$ cat config.mk
export PLATFORM = sky130hd
export DESIGN_NAME = rhba_alu
export DESIGN_NICKNAME = d
export VERILOG_FILES = /design/src/rtl/rhba_pkg.sv /design/src/rtl/rhba_alu.sv
export SDC_FILE = /design/constraint.sdc
export NUM_CORES = 1
export LEC_CHECK = 0
export BUFFER_PORTS_ARGS = -buffer_cell sky130_fd_sc_hd__buf_4
export CAP_MARGIN = 15
export CORE_UTILIZATION = 46
export DETAILED_ROUTE_END_ITERATION = 6
export PLACE_DENSITY = 0.83
export SLEW_MARGIN = 0
export SYNTH_ARGS = -nofsm -noshare
export SYNTH_HDL_FRONTEND = slang
export SYNTH_SLANG_ARGS = --single-unit
$ cat constraint.sdc
create_clock -name vclk -period 7.1
set_input_delay 1.42 -clock vclk [all_inputs]
set_output_delay 1.42 -clock vclk [all_outputs]
set_load 0.02 [all_outputs]
$ cat src/rtl/rhba_pkg.sv
// shared types and constants for the refcounted handle bump allocator
// no dependencies; imported by every rtl module of the block
`default_nettype none

package rhba_pkg;

  localparam int HANDLE_COUNT_DEF = 256;
  localparam int POOL_BYTES       = 65536;
  localparam int TBL_MAX          = 256;

  localparam int HANDLE_W = 8;
  localparam int LEN_W    = 17;
  localparam int REFS_W   = 16;
  localparam int CODE_W   = 3;
  localparam int ALU_W    = LEN_W + 1;

  localparam int IN_DATA_W  = 32;
  localparam int OUT_DATA_W = 48;

  // largest byte count the pool can ever hold, clipped to the length field
  localparam logic [LEN_W-1:0] POOL_LIM =
    (POOL_BYTES > 131071) ? {LEN_W{1'b1}} : LEN_W'(POOL_BYTES);
  localparam logic [LEN_W-1:0] POOL_SIZE_RST = 17'h10000;

  localparam logic [REFS_W-1:0] REFS_MAX = {REFS_W{1'b1}};

  // command codes
  localparam logic [CODE_W-1:0] CMD_CREATE   = 3'd0;
  localparam logic [CODE_W-1:0] CMD_WR_CHECK = 3'd1;
  localparam logic [CODE_W-1:0] CMD_RD_CHECK = 3'd2;
  localparam logic [CODE_W-1:0] CMD_ADD_REF  = 3'd3;
  localparam logic [CODE_W-1:0] CMD_DROP_REF = 3'd4;

  // status codes
  localparam logic [CODE_W-1:0] STS_OK        = 3'd0;
  localparam logic [CODE_W-1:0] STS_POOL_FULL = 3'd1;
  localparam logic [CODE_W-1:0] STS_UNKNOWN   = 3'd2;
  localparam logic [CODE_W-1:0] STS_MISMATCH  = 3'd3;
  localparam logic [CODE_W-1:0] STS_NO_HANDLE = 3'd4;

  typedef enum logic {
    S_IDLE,
    S_EXEC
  } state_t;

  typedef enum logic {
    ALU_ADD,
    ALU_SUB
  } alu_op_t;

  typedef struct packed {
    alu_op_t          op;
    logic [ALU_W-1:0] a;
    logic [ALU_W-1:0] b;
    logic [ALU_W-1:0] c;
  } alu_req_t;

  typedef struct packed {
    logic [REFS_W-1:0] refs;
    logic [LEN_W-1:0]  length;
    logic [LEN_W-1:0]  offset;
  } entry_t;

  typedef struct packed {
    logic                en;
    logic                live;
    logic [HANDLE_W-1:0] addr;
    entry_t              data;
  } tbl_wr_t;

endpackage

`default_nettype wire

$ cat src/rtl/rhba_alu.sv
// shared add/subtract unit with zero and less-or-equal flags
// depends on rhba_pkg
`default_nettype none

module rhba_alu (
  input  rhba_pkg::alu_req_t          req,
  output logic [rhba_pkg::ALU_W-1:0]  res,
  output logic                        zero,
  output logic                        le
);
  import rhba_pkg::*;

  always_comb begin
    case (req.op)
      ALU_ADD: res = req.a + req.b;
      ALU_SUB: res = req.a - req.b;
      default: res = req.a + req.b;
    endcase
  end

  assign zero = (res == '0);
  assign le   = (res <= req.c);

endmodule

`default_nettype wire

### Yosys cells after proc, flatten, opt, wreduce, memory -nomap -nowiden

Cells that the tools add are included.

* register bits: 0
* bits of input ports: 55

* add/subtract/negate cells: 2
* $lt $le $gt $ge: 1
* mux-type cells: 1
* bitwise operators: 1
* reduce and logical (&&, ||, !) cells: 1

Operators by type and width (number)
* $pmux W18 S2: 1
* $add A18 B18 Y18: 1
* $le A18 B18 Y1: 1
* $logic_not A18 Y1: 1
* $sub A18 B18 Y18: 1
* $not A1 Y1: 1

### Longest topological paths before layout

* depth in word-level cells: 3
* gate-level depth with buffers: 22

### Worst setup path before layout

OpenSTA, ideal clock, no wires.

* path type: input to output
* start point: in req[54] in the netlist's numbering
* end point: out le
* arrival time: 6.029 ns
* slack: -0.349 ns
* stages: 20
* path through: clkbuf_1 clkbuf_1 nor2_1 xnor2_1 ha_1 a21o_1 a2111o_1 o21a_2 or2_1 and4_1 or3_1 ha_1 a21o_1 a21o_1 a21o_1 a21o_1 a221o_1 a21o_1 a21oi_1 a21o_1

* word-level cells in the longest chain between the ends: 3

Ends and longest elaborated chain
* from (decl): RTL line rhba_alu.sv:6 `input rhba_pkg::alu_req_t req,`
* $not A1 Y1: RTL line rhba_alu.sv:14 `case (req.op)`
* $pmux W18 S2 (*): RTL line rhba_alu.sv:14
* net res, one bit: RTL line rhba_alu.sv:7 `output logic [rhba_pkg::ALU_W-1:0] res,`
* $le A18 B18 Y1 (*): RTL line rhba_alu.sv:22 `assign le = (res <= req.c);`
* to (decl): RTL line rhba_alu.sv:9 `output logic le`

The timed path passes the listed nets; every way through them passes the cells marked *.

### Final worst setup path

* start point: in req[22] in the netlist's numbering
* end point: out le

* word-level cells in the longest chain between the ends: 3
* elaborated cells between the ends (all ways): 4

Ends and longest elaborated chain (RTL line)
* $sub A18 B18 Y18 or $add A18 B18 Y18 (tied branches)
* $pmux W18 S2 (*): rhba_alu.sv:14
* $le A18 B18 Y1 (*): rhba_alu.sv:22

Every way passes the cells marked *; elsewhere a longest branch is shown, timed or not.

==> results.cfg <==
[final_layout]
nClkBuffers = 0
numSequentialCells = 0
area_growth_syn_to_layout_pct = 54.5
final_common_cell = buf_4
drive_gt1_share_pct = 37.0
final_cell_mix = 101 x buf_4, 35 x ha_1, 31 x inv_1, 25 x xnor2_1, 20 x nor2_1
antennaDiodeCount = 0
ff_latch_area_um2 = 0
fin_nets = 432

[sta]
fmax_mhz = 141
drv_slew = 0
setup_viol = 0
worstMarginPinSlew_ns = 0.366
rsz0062_at_grt = true
final_hold_viol_count = 0
fin_hold_ws_ns = 3.34
max_slew_margin_pct = 75.3
finalCritPeriodShare_pct = 99.6
timing.final.crit_period_ns = 7.07

[detailed_routing]
highest_layer = met4
route.detailed.drc = 0
wl_per_cell_um = 12.0
m1WireLength_um = 2130
routed_wl_um = 4600
antenna_left = 0
detail_route.iter0.violations = 52
met3_length_um = 133
dr_total_vias = 2040
drt_pass1_iterations = 4
vias_per_cell = 5.31
wl_met2_um = 2320

[grt]
grt_max_degree = 15
grt_antenna_before_repair = 0
grt_pass1_wl_um = 7710
grt_pass1_vias = 1861
track_usage_pct = 22.7
grt_remaining_overflow = 0

[setup_path]
endpoint_kind = output pin
crit_chain = buf_6, or4_4, nor4_2, nor2_1, xnor2_1, ha_1, and2_4, a21boi_2, o21a_2, or2_4, and4_1, or3_4, ha_4, a21o_1, a21o_1, a21o_1, a21o_1, a221o_1, a21o_1, a21oi_2, a21o_1, buf_6
critPathSlowestCell = or4_4
start_kind = primary input
critPathMostFrequentCell = a21o_1
crit_required_ns = 5.68
cp_max_fo = 3
crit_buf_inv = 2
cpPeakStageDelay_ns = 0.54
arrival_ns = 5.65
critPathKind = in2out
cp_top_family = simple AND/OR/NAND/NOR gates

[synthesis]
netlist_instances = 235
synth.avg_cell_area_um2 = 7.23
yosys_warnings = 0
synth_fp_nets = 327
synth_area_um2 = 1700
netlist.area_leader.share_pct = 26.5
synth_cell_types = 48
synthTopCellsByArea = ha_1 27%, xnor2_1 13%, inv_1 7.1%
seq_area_frac_synth_pct = 0
synth_top_cell_by_area = ha_1

[die]
ios = 75
dieHeight_um = 62.8
design.die.area_um2 = 3940
start_util_pct = 49.4
dieWidth_um = 62.8
core-area_um2 = 3440
row_count = 21

[power_and_ir_drop]
ir_drop_uv = 54.6
p_per_area_nw_per_um2 = 157
p_leak_nw = 1.41
p_total_mw = 0.412

[worst_hold_path]
hold_start = req[18]
hold_depth = 4
holdCritPathClass = in2out
holdPathEnd = res[0]

[place]
place.gp.congestion = 0.827
hpwl_um = 4040
io_buffers = 75

[run]
cap_violations = 0

[run_status]
status = finished clean
report_power, final:
| part | switching, mW | internal [mW] |
|---|---|---|
| sequential | 0 | 0 |
| combinational | 0.208 | 0.203 |
| clock | 0 | 0 |
| total | 0.208 | 0.203 |
cell usage after synthesis, drive strengths merged, types with 2 or more instances:
cell / instances
and4: 3
a21boi: 2
and2: 3
or4: 2
o311ai: 2
xnor2: 25
nand4: 3
nor2: 20
nor3: 5
nand2: 7
nand3: 4
a31oi: 5
nor4: 6
clkbuf: 2
a2111o: 4
or3: 2
xor2: 5
ha: 36
nor2b: 2
a21oi: 14
inv: 32
or2: 2
nand2b: 3
a21o: 14
o21ai: 13
worst max path at each step:
| stage | from | to | slack (ns) | depth (start not counted) |
|---|---|---|---|---|
| 6_report | req[22] | le | 0.03 | 22 |
| 4_1_cts | req[22] | le | -0.09 | 23 |
| 5_1_grt | req[22] | le | -0.16 | 24 |
| 2_1_floorplan | req[24] | le | 0.007 | 20 |
| 3_5_place_dp | req[24] | le | -0.19 | 23 |
| 3_3_place_gp | req[24] | le | -0.11 | 22 |
kinds of logic (layout without fill, tap and decap cells):
logic type	count (synthesis)	after routing	share of synthesized area, %
multiplexers	1	1	0.663
buffers and inverters	34	137	7.51
AO/OA/AOI/OAI	66	66	27.2
XOR/XNOR	30	30	15.5
AND/OR/NAND/NOR	67	67	21.5
adder cells (fa/ha/maj)	37	37	27.7
area by class of cell:
class	instances	area, µm²
Multi-Input combinational cell	201	1640
Fill cell	273	817
Timing Repair Buffer	105	803
Inverter	32	120
Tap cell	46	57.6
tightest hold or removal path, cell delays in order:
cell	delay, ns
buf_4	0.11
ha_1	0.18
inv_1	0.06
buf_4	0.15
layer usage:
metal | vias up | global-route usage (%)
met5 | - | 0
met4 | 0 | 0
met3 | 2 | 0.547
met2 | 47 | 43.1
met1 | 921 | 29.8
li1 | 1070 | -
metrics by stage:
step | cell area [µm²] | TNS, ns | util, % | worst slack (ns) | std cells
finish | 2630 | 0 | 76.3 | 0.0273 | 384
global route | 2630 | -0.160 | 76.3 | -0.160 | 384
CTS | 2590 | -0.0934 | 75.4 | -0.0934 | 383
detailed placement | 2540 | -0.194 | 73.9 | -0.194 | 381
global placement | 2540 | -0.114 | 73.9 | -0.114 | 381
floorplan | 1730 | 0 | - | 0.00747 | 235
what timing repair did:
item / 4_1_cts / 5_1_grt
setup buffers: 2 / 1
resized for setup: 9 / 7
hold buffers: 0 / 0
pin swaps: 16 / 6
endpoints found under the setup margin: 1 / 1
No activity file was read; power rests on OpenSTA's default activity.
